**src/rtl/core/assert_macros.svh**
```systemverilog
// Assertion helpers shared by the RTL of the downsampler.
`ifndef ASSERT_MACROS_SVH
`define ASSERT_MACROS_SVH

// Property checked at every rising edge outside reset.
`define ASSERT_AT(lbl, clk, rstn, prop, msg) \
  lbl: assert property (@(posedge clk) disable iff (!rstn) prop) else $error(msg);

// Condition that must never hold outside reset.
`define ASSERT_NEVER(lbl, clk, rstn, cond, msg) \
  lbl: assert property (@(posedge clk) disable iff (!rstn) !(cond)) else $error(msg);

`endif

```
**src/rtl/core/ads_pkg.sv**
```systemverilog
`timescale 1ns / 1ps

package ads_pkg;

  // Sizing of the datapath.
  localparam int MAX_WIDTH   = 8192;
  localparam int LANES       = 4;
  localparam int SAMPLE_BITS = 16;

  // Weight units and pixel counts.
  localparam int W_W   = $clog2(MAX_WIDTH) + 1;
  localparam int CNT_W = $clog2(MAX_WIDTH);

  // Weighted sums, rounding numerator and doubled denominator.
  localparam int SUM_W = W_W + SAMPLE_BITS;
  localparam int NUM_W = SUM_W + 1;
  localparam int DEN_W = W_W + 1;

  // One quotient bit per divider step.
  localparam int DIV_CNT_W = $clog2(SAMPLE_BITS);

  // Configuration port.
  localparam int CFG_IDX_W  = 2;
  localparam int CFG_DATA_W = 14;
  localparam int SPP_W      = 3;

  localparam logic [CFG_IDX_W-1:0] CFG_SRC_WIDTH = 2'd0;
  localparam logic [CFG_IDX_W-1:0] CFG_DST_WIDTH = 2'd1;
  localparam logic [CFG_IDX_W-1:0] CFG_SPP       = 2'd2;

  // Command queue between the front and the back.
  localparam int Q_DEPTH = 4;
  localparam int Q_PTR_W = $clog2(Q_DEPTH);
  localparam int Q_CNT_W = Q_PTR_W + 1;

  typedef logic [SAMPLE_BITS-1:0] sample_t;
  typedef logic [W_W-1:0]         weight_t;

  typedef struct packed {
    logic [CFG_DATA_W-1:0] src_width;
    logic [CFG_DATA_W-1:0] dst_width;
    logic [SPP_W-1:0]      samples_per_pixel;
  } cfg_t;

  // One classified source pixel.
  typedef struct packed {
    sample_t [LANES-1:0] smp;     // samples, inactive lanes zeroed
    logic    [LANES-1:0] act;     // lanes active for this pixel
    weight_t             w_add;   // units that go into the current bin
    weight_t             w_rest;  // units that open the next bin
    weight_t             s;       // clamped source width
    logic                emit;    // current bin fills with this pixel
    logic                last;    // last pixel of the row
  } cmd_t;

endpackage

```
**src/rtl/core/ads_in_if.sv**
```systemverilog
`timescale 1ns / 1ps

// Source pixel channel.
interface ads_in_if;
  logic              valid;
  logic              ready;
  ads_pkg::sample_t  sample_0;
  ads_pkg::sample_t  sample_1;
  ads_pkg::sample_t  sample_2;
  ads_pkg::sample_t  sample_3;

  modport source (output valid, output sample_0, output sample_1, output sample_2,
                  output sample_3, input ready);
  modport sink   (input valid, input sample_0, input sample_1, input sample_2,
                  input sample_3, output ready);
endinterface

```
**src/rtl/core/ads_out_if.sv**
```systemverilog
`timescale 1ns / 1ps

// Averaged pixel channel.
interface ads_out_if;
  logic              valid;
  logic              ready;
  ads_pkg::sample_t  out_0;
  ads_pkg::sample_t  out_1;
  ads_pkg::sample_t  out_2;
  ads_pkg::sample_t  out_3;
  logic              row_end;

  modport source (output valid, output out_0, output out_1, output out_2,
                  output out_3, output row_end, input ready);
  modport sink   (input valid, input out_0, input out_1, input out_2,
                  input out_3, input row_end, output ready);
endinterface

```
**src/rtl/core/ads_front.sv**
```systemverilog
`timescale 1ns / 1ps
`include "assert_macros.svh"

// Takes source pixels, tracks bin fill and row position, and turns each
// pixel into a command for the arithmetic back end.
module ads_front (
  input  logic             clk_i,
  input  logic             rst_ni,
  input  ads_pkg::cfg_t    cfg_i,
  ads_in_if.sink           pix_i,
  input  logic             q_full_i,
  output logic             push_valid_o,
  output ads_pkg::cmd_t    push_cmd_o
);

  logic [ads_pkg::W_W-1:0]   bin_fill_q, bin_fill_d;
  logic [ads_pkg::CNT_W-1:0] pixel_count_q, pixel_count_d;

  logic [ads_pkg::W_W-1:0]   s, d, part, rest;
  logic [ads_pkg::SPP_W-1:0] nl;
  logic [ads_pkg::W_W:0]     fill_sum;
  logic                      emit, last, accept;
  ads_pkg::sample_t [ads_pkg::LANES-1:0] raw;

  // Clamp the configuration to its working ranges.
  always_comb begin
    if (cfg_i.src_width == '0) begin
      s = ads_pkg::W_W'(1);
    end else if (cfg_i.src_width > ads_pkg::W_W'(ads_pkg::MAX_WIDTH)) begin
      s = ads_pkg::W_W'(ads_pkg::MAX_WIDTH);
    end else begin
      s = cfg_i.src_width;
    end
    if (cfg_i.dst_width == '0) begin
      d = ads_pkg::W_W'(1);
    end else if (cfg_i.dst_width > s) begin
      d = s;
    end else begin
      d = cfg_i.dst_width;
    end
    if (cfg_i.samples_per_pixel == '0) begin
      nl = ads_pkg::SPP_W'(1);
    end else if (cfg_i.samples_per_pixel > ads_pkg::SPP_W'(ads_pkg::LANES)) begin
      nl = ads_pkg::SPP_W'(ads_pkg::LANES);
    end else begin
      nl = cfg_i.samples_per_pixel;
    end
  end

  // Classify the pixel: does the current bin fill, and does the row end.
  always_comb begin
    fill_sum = {1'b0, bin_fill_q} + {1'b0, d};
    emit     = (fill_sum >= {1'b0, s});
    part     = (bin_fill_q >= s) ? '0 : (s - bin_fill_q);
    rest     = d - part;
    last     = (({1'b0, pixel_count_q} + ads_pkg::W_W'(1)) >= s);
  end

  assign raw[0] = pix_i.sample_0;
  assign raw[1] = pix_i.sample_1;
  assign raw[2] = pix_i.sample_2;
  assign raw[3] = pix_i.sample_3;

  // Build the command; inactive lanes carry zero.
  always_comb begin
    for (int i = 0; i < ads_pkg::LANES; i++) begin
      push_cmd_o.act[i] = (ads_pkg::SPP_W'(i) < nl);
      push_cmd_o.smp[i] = (ads_pkg::SPP_W'(i) < nl) ? raw[i] : '0;
    end
    push_cmd_o.w_add  = emit ? part : d;
    push_cmd_o.w_rest = rest;
    push_cmd_o.s      = s;
    push_cmd_o.emit   = emit;
    push_cmd_o.last   = last;
  end

  assign pix_i.ready  = !q_full_i;
  assign accept       = pix_i.valid && !q_full_i;
  assign push_valid_o = accept;

  // Next fill and row position.
  always_comb begin
    bin_fill_d    = bin_fill_q;
    pixel_count_d = pixel_count_q;
    if (accept) begin
      if (last) begin
        bin_fill_d    = '0;
        pixel_count_d = '0;
      end else begin
        bin_fill_d    = emit ? rest : fill_sum[ads_pkg::W_W-1:0];
        pixel_count_d = pixel_count_q + ads_pkg::CNT_W'(1);
      end
    end
  end

  always_ff @(posedge clk_i or negedge rst_ni) begin
    if (!rst_ni) begin
      bin_fill_q    <= '0;
      pixel_count_q <= '0;
    end else begin
      bin_fill_q    <= bin_fill_d;
      pixel_count_q <= pixel_count_d;
    end
  end

  `ASSERT_AT(a_row_restart, clk_i, rst_ni, (accept && last) |=> (pixel_count_q == '0 && bin_fill_q == '0), "row did not restart after its last pixel")

endmodule

```
**src/rtl/core/ads_queue.sv**
```systemverilog
`timescale 1ns / 1ps
`include "assert_macros.svh"

// Short command queue that lets the front and back stall on their own.
module ads_queue (
  input  logic            clk_i,
  input  logic            rst_ni,
  input  logic            push_valid_i,
  input  ads_pkg::cmd_t   push_cmd_i,
  output logic            full_o,
  output logic            pop_valid_o,
  input  logic            pop_ready_i,
  output ads_pkg::cmd_t   pop_cmd_o
);

  ads_pkg::cmd_t                 entry_q [ads_pkg::Q_DEPTH];
  logic [ads_pkg::Q_PTR_W-1:0]   wr_ptr_q, wr_ptr_d, rd_ptr_q, rd_ptr_d;
  logic [ads_pkg::Q_CNT_W-1:0]   count_q, count_d;
  logic                          do_push, do_pop;

  assign full_o      = (count_q == ads_pkg::Q_CNT_W'(ads_pkg::Q_DEPTH));
  assign pop_valid_o = (count_q != '0);
  assign pop_cmd_o   = entry_q[rd_ptr_q];
  assign do_push     = push_valid_i && !full_o;
  assign do_pop      = pop_ready_i && pop_valid_o;

  // Pointer and occupancy update.
  always_comb begin
    wr_ptr_d = do_push ? wr_ptr_q + ads_pkg::Q_PTR_W'(1) : wr_ptr_q;
    rd_ptr_d = do_pop  ? rd_ptr_q + ads_pkg::Q_PTR_W'(1) : rd_ptr_q;
    count_d  = count_q;
    if (do_push && !do_pop) begin
      count_d = count_q + ads_pkg::Q_CNT_W'(1);
    end else if (do_pop && !do_push) begin
      count_d = count_q - ads_pkg::Q_CNT_W'(1);
    end
  end

  always_ff @(posedge clk_i or negedge rst_ni) begin
    if (!rst_ni) begin
      wr_ptr_q <= '0;
      rd_ptr_q <= '0;
      count_q  <= '0;
    end else begin
      wr_ptr_q <= wr_ptr_d;
      rd_ptr_q <= rd_ptr_d;
      count_q  <= count_d;
    end
  end

  // Entry storage needs no reset.
  always_ff @(posedge clk_i) begin
    if (do_push) begin
      entry_q[wr_ptr_q] <= push_cmd_i;
    end
  end

  `ASSERT_NEVER(a_no_overflow, clk_i, rst_ni, push_valid_i && full_o, "command pushed into a full queue")

endmodule

```
**src/rtl/core/ads_back.sv**
```systemverilog
`timescale 1ns / 1ps
`include "assert_macros.svh"

// Carries out commands: weights samples, accumulates the bin sums and,
// when a bin fills, divides each lane by the bin size with rounding.
module ads_back (
  input  logic            clk_i,
  input  logic            rst_ni,
  input  logic            pop_valid_i,
  output logic            pop_ready_o,
  input  ads_pkg::cmd_t   pop_cmd_i,
  ads_out_if.source       pix_o
);

  localparam logic [2:0] ST_IDLE = 3'd0;
  localparam logic [2:0] ST_MUL  = 3'd1;
  localparam logic [2:0] ST_ACC  = 3'd2;
  localparam logic [2:0] ST_REST = 3'd3;
  localparam logic [2:0] ST_DIV  = 3'd4;
  localparam logic [2:0] ST_DONE = 3'd5;

  logic [2:0]                      state_q, state_d;
  logic [ads_pkg::DIV_CNT_W-1:0]   cnt_q, cnt_d;
  ads_pkg::cmd_t                   cmd_q;
  logic                            out_valid_q, out_valid_d;
  logic                            load_out;

  logic [ads_pkg::SUM_W-1:0]       partial_q [ads_pkg::LANES];
  logic [ads_pkg::SUM_W-1:0]       prod_q    [ads_pkg::LANES];
  logic [ads_pkg::DEN_W-1:0]       rem_q     [ads_pkg::LANES];
  ads_pkg::sample_t                lq_q      [ads_pkg::LANES];
  logic                            sat_q     [ads_pkg::LANES];
  ads_pkg::sample_t                res_q     [ads_pkg::LANES];
  logic                            row_end_q;

  ads_pkg::weight_t                weight;
  logic [ads_pkg::DEN_W-1:0]       den;
  logic [ads_pkg::SUM_W-1:0]       sum       [ads_pkg::LANES];
  logic [ads_pkg::NUM_W-1:0]       num       [ads_pkg::LANES];
  logic [ads_pkg::DEN_W:0]         trial     [ads_pkg::LANES];
  logic                            ge        [ads_pkg::LANES];

  assign pop_ready_o = (state_q == ST_IDLE);
  assign load_out    = (state_q == ST_DONE) && (!out_valid_q || pix_o.ready);

  // One multiplier per lane, shared between the bin share and the rest.
  assign weight = (state_q == ST_ACC) ? cmd_q.w_rest : cmd_q.w_add;
  assign den    = {cmd_q.s, 1'b0};

  // Per-lane sum, rounding numerator and one restoring divider step.
  always_comb begin
    for (int i = 0; i < ads_pkg::LANES; i++) begin
      sum[i]   = partial_q[i] + prod_q[i];
      num[i]   = {sum[i], 1'b0} + ads_pkg::NUM_W'(cmd_q.s);
      trial[i] = {rem_q[i], lq_q[i][ads_pkg::SAMPLE_BITS-1]};
      ge[i]    = (trial[i] >= {1'b0, den});
    end
  end

  // Sequencer.
  always_comb begin
    state_d = state_q;
    cnt_d   = cnt_q;
    case (state_q)
      ST_IDLE: begin
        if (pop_valid_i) begin
          state_d = ST_MUL;
        end
      end
      ST_MUL: begin
        state_d = ST_ACC;
      end
      ST_ACC: begin
        state_d = cmd_q.emit ? ST_REST : ST_IDLE;
      end
      ST_REST: begin
        cnt_d   = '0;
        state_d = ST_DIV;
      end
      ST_DIV: begin
        cnt_d = cnt_q + ads_pkg::DIV_CNT_W'(1);
        if (cnt_q == ads_pkg::DIV_CNT_W'(ads_pkg::SAMPLE_BITS - 1)) begin
          state_d = ST_DONE;
        end
      end
      ST_DONE: begin
        if (load_out) begin
          state_d = ST_IDLE;
        end
      end
      default: begin
        state_d = ST_IDLE;
      end
    endcase
  end

  // Output register: holds a result until the sink takes it.
  always_comb begin
    out_valid_d = out_valid_q;
    if (load_out) begin
      out_valid_d = 1'b1;
    end else if (pix_o.ready) begin
      out_valid_d = 1'b0;
    end
  end

  // Bin sums; a lane that is switched off keeps its sum until the row ends.
  always_ff @(posedge clk_i or negedge rst_ni) begin
    if (!rst_ni) begin
      state_q     <= ST_IDLE;
      cnt_q       <= '0;
      out_valid_q <= 1'b0;
      for (int i = 0; i < ads_pkg::LANES; i++) begin
        partial_q[i] <= '0;
      end
    end else begin
      state_q     <= state_d;
      cnt_q       <= cnt_d;
      out_valid_q <= out_valid_d;
      for (int i = 0; i < ads_pkg::LANES; i++) begin
        if (state_q == ST_ACC && !cmd_q.emit) begin
          partial_q[i] <= cmd_q.last ? '0 : sum[i];
        end else if (state_q == ST_REST) begin
          if (cmd_q.last) begin
            partial_q[i] <= '0;
          end else if (cmd_q.act[i]) begin
            partial_q[i] <= prod_q[i];
          end
        end
      end
    end
  end

  // Datapath registers.
  always_ff @(posedge clk_i) begin
    if (state_q == ST_IDLE && pop_valid_i) begin
      cmd_q <= pop_cmd_i;
    end
    for (int i = 0; i < ads_pkg::LANES; i++) begin
      if (state_q == ST_MUL || state_q == ST_ACC) begin
        prod_q[i] <= ads_pkg::SUM_W'(weight * cmd_q.smp[i]);
      end
      if (state_q == ST_ACC) begin
        sat_q[i] <= (num[i] >= (ads_pkg::NUM_W'(den) << ads_pkg::SAMPLE_BITS));
        rem_q[i] <= num[i][ads_pkg::NUM_W-1:ads_pkg::SAMPLE_BITS];
        lq_q[i]  <= num[i][ads_pkg::SAMPLE_BITS-1:0];
      end else if (state_q == ST_DIV) begin
        rem_q[i] <= ge[i] ? ads_pkg::DEN_W'(trial[i] - {1'b0, den})
                          : trial[i][ads_pkg::DEN_W-1:0];
        lq_q[i]  <= {lq_q[i][ads_pkg::SAMPLE_BITS-2:0], ge[i]};
      end
      if (load_out) begin
        if (!cmd_q.act[i]) begin
          res_q[i] <= '0;
        end else begin
          res_q[i] <= sat_q[i] ? '1 : lq_q[i];
        end
      end
    end
    if (load_out) begin
      row_end_q <= cmd_q.last;
    end
  end

  assign pix_o.valid   = out_valid_q;
  assign pix_o.out_0   = res_q[0];
  assign pix_o.out_1   = res_q[1];
  assign pix_o.out_2   = res_q[2];
  assign pix_o.out_3   = res_q[3];
  assign pix_o.row_end = row_end_q;

  `ASSERT_AT(a_result_loaded, clk_i, rst_ni, load_out |=> out_valid_q, "finished result not presented")
  `ASSERT_AT(a_row_clears_sums, clk_i, rst_ni, (state_q == ST_REST && cmd_q.last) |=> (partial_q[0] == '0), "bin sums not cleared at row end")

endmodule

```
**src/rtl/core/area_downsample_horizontal_core.sv**
```systemverilog
// Channel  | Direction | Transfer when        | Payload
// pix_i    | in        | valid && ready       | sample_0 .. sample_3
// pix_o    | out       | valid && ready       | out_0 .. out_3, row_end
// cfg      | in        | cfg_we_i             | cfg_idx_i, cfg_data_i
//
// A pixel that stays inside its bin passes the back-end states IDLE, MUL and
// ACC; one that fills a bin goes on through REST, DIV and DONE, where the
// per-lane restoring divider produces one quotient bit per cycle.
// The front classifies one pixel per cycle into a four-entry command queue
// while it has room, so up to four pixels are taken while the back end works or a result waits.
// Reset is asynchronous and active low; it clears the row state, the queue
// and the output register, and sets all configuration registers to one.
`timescale 1ns / 1ps

module area_downsample_horizontal_core (
  input  logic                               clk_i,
  input  logic                               rst_ni,
  ads_in_if.sink                             pix_i,
  ads_out_if.source                          pix_o,
  input  logic                               cfg_we_i,
  input  logic [ads_pkg::CFG_IDX_W-1:0]      cfg_idx_i,
  input  logic [ads_pkg::CFG_DATA_W-1:0]     cfg_data_i
);

  ads_pkg::cfg_t  cfg_q;
  logic           push_valid, q_full, pop_valid, pop_ready;
  ads_pkg::cmd_t  push_cmd, pop_cmd;

  // Configuration registers.
  always_ff @(posedge clk_i or negedge rst_ni) begin
    if (!rst_ni) begin
      cfg_q.src_width         <= ads_pkg::CFG_DATA_W'(1);
      cfg_q.dst_width         <= ads_pkg::CFG_DATA_W'(1);
      cfg_q.samples_per_pixel <= ads_pkg::SPP_W'(1);
    end else if (cfg_we_i) begin
      case (cfg_idx_i)
        ads_pkg::CFG_SRC_WIDTH: cfg_q.src_width <= cfg_data_i;
        ads_pkg::CFG_DST_WIDTH: cfg_q.dst_width <= cfg_data_i;
        ads_pkg::CFG_SPP: cfg_q.samples_per_pixel <= cfg_data_i[ads_pkg::SPP_W-1:0];
        default: begin
        end
      endcase
    end
  end

  ads_front u_front (
    .clk_i        (clk_i),
    .rst_ni       (rst_ni),
    .cfg_i        (cfg_q),
    .pix_i        (pix_i),
    .q_full_i     (q_full),
    .push_valid_o (push_valid),
    .push_cmd_o   (push_cmd)
  );

  ads_queue u_queue (
    .clk_i        (clk_i),
    .rst_ni       (rst_ni),
    .push_valid_i (push_valid),
    .push_cmd_i   (push_cmd),
    .full_o       (q_full),
    .pop_valid_o  (pop_valid),
    .pop_ready_i  (pop_ready),
    .pop_cmd_o    (pop_cmd)
  );

  ads_back u_back (
    .clk_i        (clk_i),
    .rst_ni       (rst_ni),
    .pop_valid_i  (pop_valid),
    .pop_ready_o  (pop_ready),
    .pop_cmd_i    (pop_cmd),
    .pix_o        (pix_o)
  );

endmodule

```
**src/flat_wrapper.sv**
```systemverilog
// flat-port wrapper written by rule: the top's interface ports become plain ports
module area_downsample_horizontal_core_flat 
  (clk_i, rst_ni, cfg_we_i, cfg_idx_i, cfg_data_i, pix_i_valid, pix_i_sample_0, pix_i_sample_1, pix_i_sample_2, pix_i_sample_3, pix_i_ready, pix_o_valid, pix_o_out_0, pix_o_out_1, pix_o_out_2, pix_o_out_3, pix_o_row_end, pix_o_ready);
  ads_in_if pix_i_i ();
  ads_out_if pix_o_i ();
  input  logic clk_i;
  input  logic rst_ni;
  input  logic cfg_we_i;
  input  logic [ads_pkg::CFG_IDX_W-1:0] cfg_idx_i;
  input  logic [ads_pkg::CFG_DATA_W-1:0] cfg_data_i;
  input wire logic [$bits(pix_i_i.valid)-1:0] pix_i_valid;
  input wire logic [$bits(pix_i_i.sample_0)-1:0] pix_i_sample_0;
  input wire logic [$bits(pix_i_i.sample_1)-1:0] pix_i_sample_1;
  input wire logic [$bits(pix_i_i.sample_2)-1:0] pix_i_sample_2;
  input wire logic [$bits(pix_i_i.sample_3)-1:0] pix_i_sample_3;
  output wire logic [$bits(pix_i_i.ready)-1:0] pix_i_ready;
  output wire logic [$bits(pix_o_i.valid)-1:0] pix_o_valid;
  output wire logic [$bits(pix_o_i.out_0)-1:0] pix_o_out_0;
  output wire logic [$bits(pix_o_i.out_1)-1:0] pix_o_out_1;
  output wire logic [$bits(pix_o_i.out_2)-1:0] pix_o_out_2;
  output wire logic [$bits(pix_o_i.out_3)-1:0] pix_o_out_3;
  output wire logic [$bits(pix_o_i.row_end)-1:0] pix_o_row_end;
  input wire logic [$bits(pix_o_i.ready)-1:0] pix_o_ready;
  assign pix_i_i.valid = pix_i_valid;
  assign pix_i_i.sample_0 = pix_i_sample_0;
  assign pix_i_i.sample_1 = pix_i_sample_1;
  assign pix_i_i.sample_2 = pix_i_sample_2;
  assign pix_i_i.sample_3 = pix_i_sample_3;
  assign pix_i_ready = pix_i_i.ready;
  assign pix_o_valid = pix_o_i.valid;
  assign pix_o_out_0 = pix_o_i.out_0;
  assign pix_o_out_1 = pix_o_i.out_1;
  assign pix_o_out_2 = pix_o_i.out_2;
  assign pix_o_out_3 = pix_o_i.out_3;
  assign pix_o_row_end = pix_o_i.row_end;
  assign pix_o_i.ready = pix_o_ready;
  area_downsample_horizontal_core u_core (.clk_i(clk_i), .rst_ni(rst_ni), .pix_i(pix_i_i), .pix_o(pix_o_i), .cfg_we_i(cfg_we_i), .cfg_idx_i(cfg_idx_i), .cfg_data_i(cfg_data_i));
endmodule
```
**config.mk**
```make
export PLATFORM = sky130hd
export DESIGN_NAME = area_downsample_horizontal_core_flat
export DESIGN_NICKNAME = d
export VERILOG_FILES = /design/src/rtl/core/ads_pkg.sv /design/src/rtl/core/ads_in_if.sv /design/src/rtl/core/ads_out_if.sv /design/src/rtl/core/ads_front.sv /design/src/rtl/core/ads_queue.sv /design/src/rtl/core/ads_back.sv /design/src/rtl/core/area_downsample_horizontal_core.sv /design/src/flat_wrapper.sv
export VERILOG_INCLUDE_DIRS = /design/src /design/src/rtl/core
export SDC_FILE = /design/constraint.sdc
export NUM_CORES = 2
export LEC_CHECK = 0
export BUFFER_PORTS_ARGS = -buffer_cell sky130_fd_sc_hd__buf_2
export CAP_MARGIN = 20
export CORE_ASPECT_RATIO = 0.6
export CORE_MARGIN = 4
export CORE_UTILIZATION = 57
export DETAILED_ROUTE_END_ITERATION = 10
export MAX_ROUTING_LAYER = met4
export PLACE_DENSITY = 0.7
export SLEW_MARGIN = 20
export SYNTH_ARGS = -nofsm -noshare
export SYNTH_HDL_FRONTEND = slang
export SYNTH_SLANG_ARGS = --single-unit
```
**constraint.sdc**
```tcl
create_clock -name clk_i -period 17.25 [get_ports clk_i]
set_input_delay 1.725 -clock clk_i [delete_from_list [all_inputs] [get_ports clk_i]]
set_output_delay 1.725 -clock clk_i [all_outputs]
set_load 0.1 [all_outputs]
```
==> impl_metrics.toml <==
[synthesis]
netlist_instances = 8104
yosysMostFrequentCell = "nand2_1"
synth-edff-count = 873
yosysSeqAreaShare = 0.360
netlist.area_leader.share = 0.304
synthTopCellsByCount = "nand2_1 (963), edfxtp_1 (873), inv_1 (847)"
syn_area_um2 = 86200
avgSynthCellArea_um2 = 10.6
synth_warnings = 0
synth_ff_type = "edfxtp_1"
netlist.top_cell.by_area = "edfxtp_1"
synthTopCellsByArea = "edfxtp_1 (30%), fa_1 (16%), ha_1 (11%)"
yosys.cell_types.count = 113
async_flop_share = 0.181
ys_ff_latch = 1066

[timing]
worst_pin_slew_ns = 1.07
period_share = 0.507
finalWorstPathRequiredPeriod_ns = 8.74
setup-tns-final_ns = 0
hold_viol_final = 0
max_freq_mhz = 114
finClkSkew_ns = 0.0991
setup_viol = 0
slew_headroom = 0.285
maxSlewViolCount = 0
rsz0062_at_grt = "false"

[floorplanning]
die_h_um = 309
core-area_um2 = 150000
rows = 110
die_x_um = 510
io_pins = 152
dieArea_um2 = 158000
initial_utilization = 0.574

[placed_design]
io_buffers = 151
place_area_um2 = 88900
gp_congestion = 0.959
dp_hpwl_um = 170000

[setup_path]
critPathLaunchType = "flip-flop"
required_ns = 17.82
crit_arrival_ns = 9.30
critPathKind = "reg -> reg"
endpoint_kind = "flip-flop"
reg2reg_depth = 26
cp_max_fo = 43

[cts]
clock_path_buffers = 3
clk_pin_slew_ns = 0.08
cts_hold_buffers = 0
cts_root_buffer = "clkbuf_16"
cts_sinks = 1066
cts_resized = 0
htree_levels = 3
clk_latency_ns = 0.81
cts_tree = "done"
cts_setup_buffers = 0
numCtsBuffers = 101

[route]
num_vias = 61300
ant_nets = 0
via_per_inst = 6.00
firstDrtPassIters = 6
remaining_drc_errors = 0
wl_um = 231000
wl_per_cell_um = 22.7
initialDrtViolationCount = 5813

[global_route]
grt_overflow = 0
grt_pass1_wl_um = 362000
grt_max_degree = 116
antenna_found_initial = 7
track_usage = 0.305
grt_pass1_vias = 61600

[cells_and_area]
nets = 9598
post-route-util = 0.617
drive_above_1_share = 0.0854
areaGrowthSynthToFinish_pct = 7.45
final_area_um2 = 92600

[hold_path]
worstHoldPathCells = 2
hold_path_class = "reg -> reg"

[job]
drv_cap = 0

[status]
status = "finished, final reports clean"
==> state kept, by name, indices dropped and copies added, names as in the netlist, 3 cells and up <==
name                          flops
u_core.u_front.pixel_count_q     13
u_core.u_back.prod_q            120
u_core.u_queue.entry_q          448
u_core.u_back.lq_q               64
u_core.u_back.cmd_q             112
u_core.u_back.res_q              64
u_core.u_back.partial_q         120
u_core.u_back.cnt_q               4
u_core.u_back.sat_q               4
u_core.u_front.bin_fill_q        14
u_core.u_back.rem_q              60
u_core.u_queue.count_q            3
u_core.cfg_q                     31
u_core.u_back.state_q             3
==> cell families after synthesis <==
group                      Yosys count  share of synthesized area
other                                1                  0.0000435
xor gates and xnor gates           373                     0.0384
buffers and inverters             1189                     0.0520
and+or+nand+nor                   2454                      0.136
adders and majority gates         1416                      0.264
DFF                               1066                      0.360
muxes                              278                     0.0498
AOI/OAI and AO/OA                 1327                     0.0988
==> path summary, 6_finish.rpt <==
path	start	end	slack, ns
max in group asynchronous	rst_ni	u_core.u_queue.rd_ptr_q[1]	13.91
min in group asynchronous	rst_ni	u_core.u_back.partial_q[75]	1.00
setup / recovery	u_core.u_back.state_q[1]	u_core.u_back.prod_q[3][29]	8.51
hold reg to reg	u_core.u_back.partial_q[66]	u_core.u_back.partial_q[66]	0.49
hold / removal	u_core.u_back.partial_q[66]	u_core.u_back.partial_q[66]	0.49
setup reg to reg	u_core.u_back.state_q[1]	u_core.u_back.prod_q[3][29]	8.51
==> area by class of cell <==
cell class | instances | area [um2]
antenna | 4 | 10.0
clock buffer | 114 | 2600
clock inverter | 76 | 1080
fill | 12000 | 57500
inverter | 848 | 3180
multi-input combinational | 5852 | 50800
sequential | 1066 | 31100
tap | 2016 | 2520
timing repair buffer | 232 | 1390
==> cell usage in the layout, fill, tap and decap left out, types with 80 or more instances in the layout <==
cell type / instances
nor2_1: 458
nand3_1: 96
fa_1: 676
buf_2: 150
buf_4: 80
ha_1: 736
dfrtp_1: 188
mux2_2: 87
inv_1: 847
nand2_1: 963
mux4_2: 112
o21ai_0: 362
a21o_1: 119
xnor2_1: 254
xor2_1: 116
nor3_1: 93
clkbuf_16: 101
edfxtp_1: 873
a21oi_1: 317
nor2b_1: 86
and2_1: 400
==> routing by layer <==
layer  part of all wire  track usage  routed length [um]  up-vias
met1               0.44        0.438              102000    30500
met2               0.43        0.441               99900     2561
met5                  0            -                   0        -
li1                   -            -                   -    27900
met3              0.099       0.0701               22800      370
met4              0.029       0.0800                6630        0
==> metrics by stage <==
| stage | setup slack (ns) | std cells | hold slack (ns) |
|---|---|---|---|
| after CTS | 8.70 | 10200 | 0.491 |
| final | 8.51 | 10200 | 0.486 |
| after detailed placement | 8.72 | 10000 | 0.477 |
| after floorplan | 3.99 | 8107 | 0.424 |
| after global routing | 8.05 | 10200 | 0.509 |
| after global placement | 8.91 | 10000 | 0.469 |
==> worst max-delay path, stage by stage (launching register included) <==
cell and delay (ns):
dfrtp_1 0.45, nor2b_1 0.29, nor2b_2 0.19, buf_4 0.40
mux2_2 0.67, buf_4 0.63, nand2_1 0.15, fa_1 0.49
fa_1 0.51, inv_1 0.05, fa_1 0.53, inv_1 0.05
fa_1 0.41, fa_1 0.54, inv_1 0.06, fa_1 0.43
ha_1 0.36, a21o_1 0.19, a21o_1 0.17, a21oi_1 0.22
nor3b_1 0.21, o41a_1 0.29, o31ai_1 0.17, o41a_1 0.39
a211o_1 0.29, a21oi_1 0.19, xnor2_1 0.09
Power is left out: the tool's default activity adds up to more than one toggle a clock period on the data nets, which glitch-free logic cannot reach.
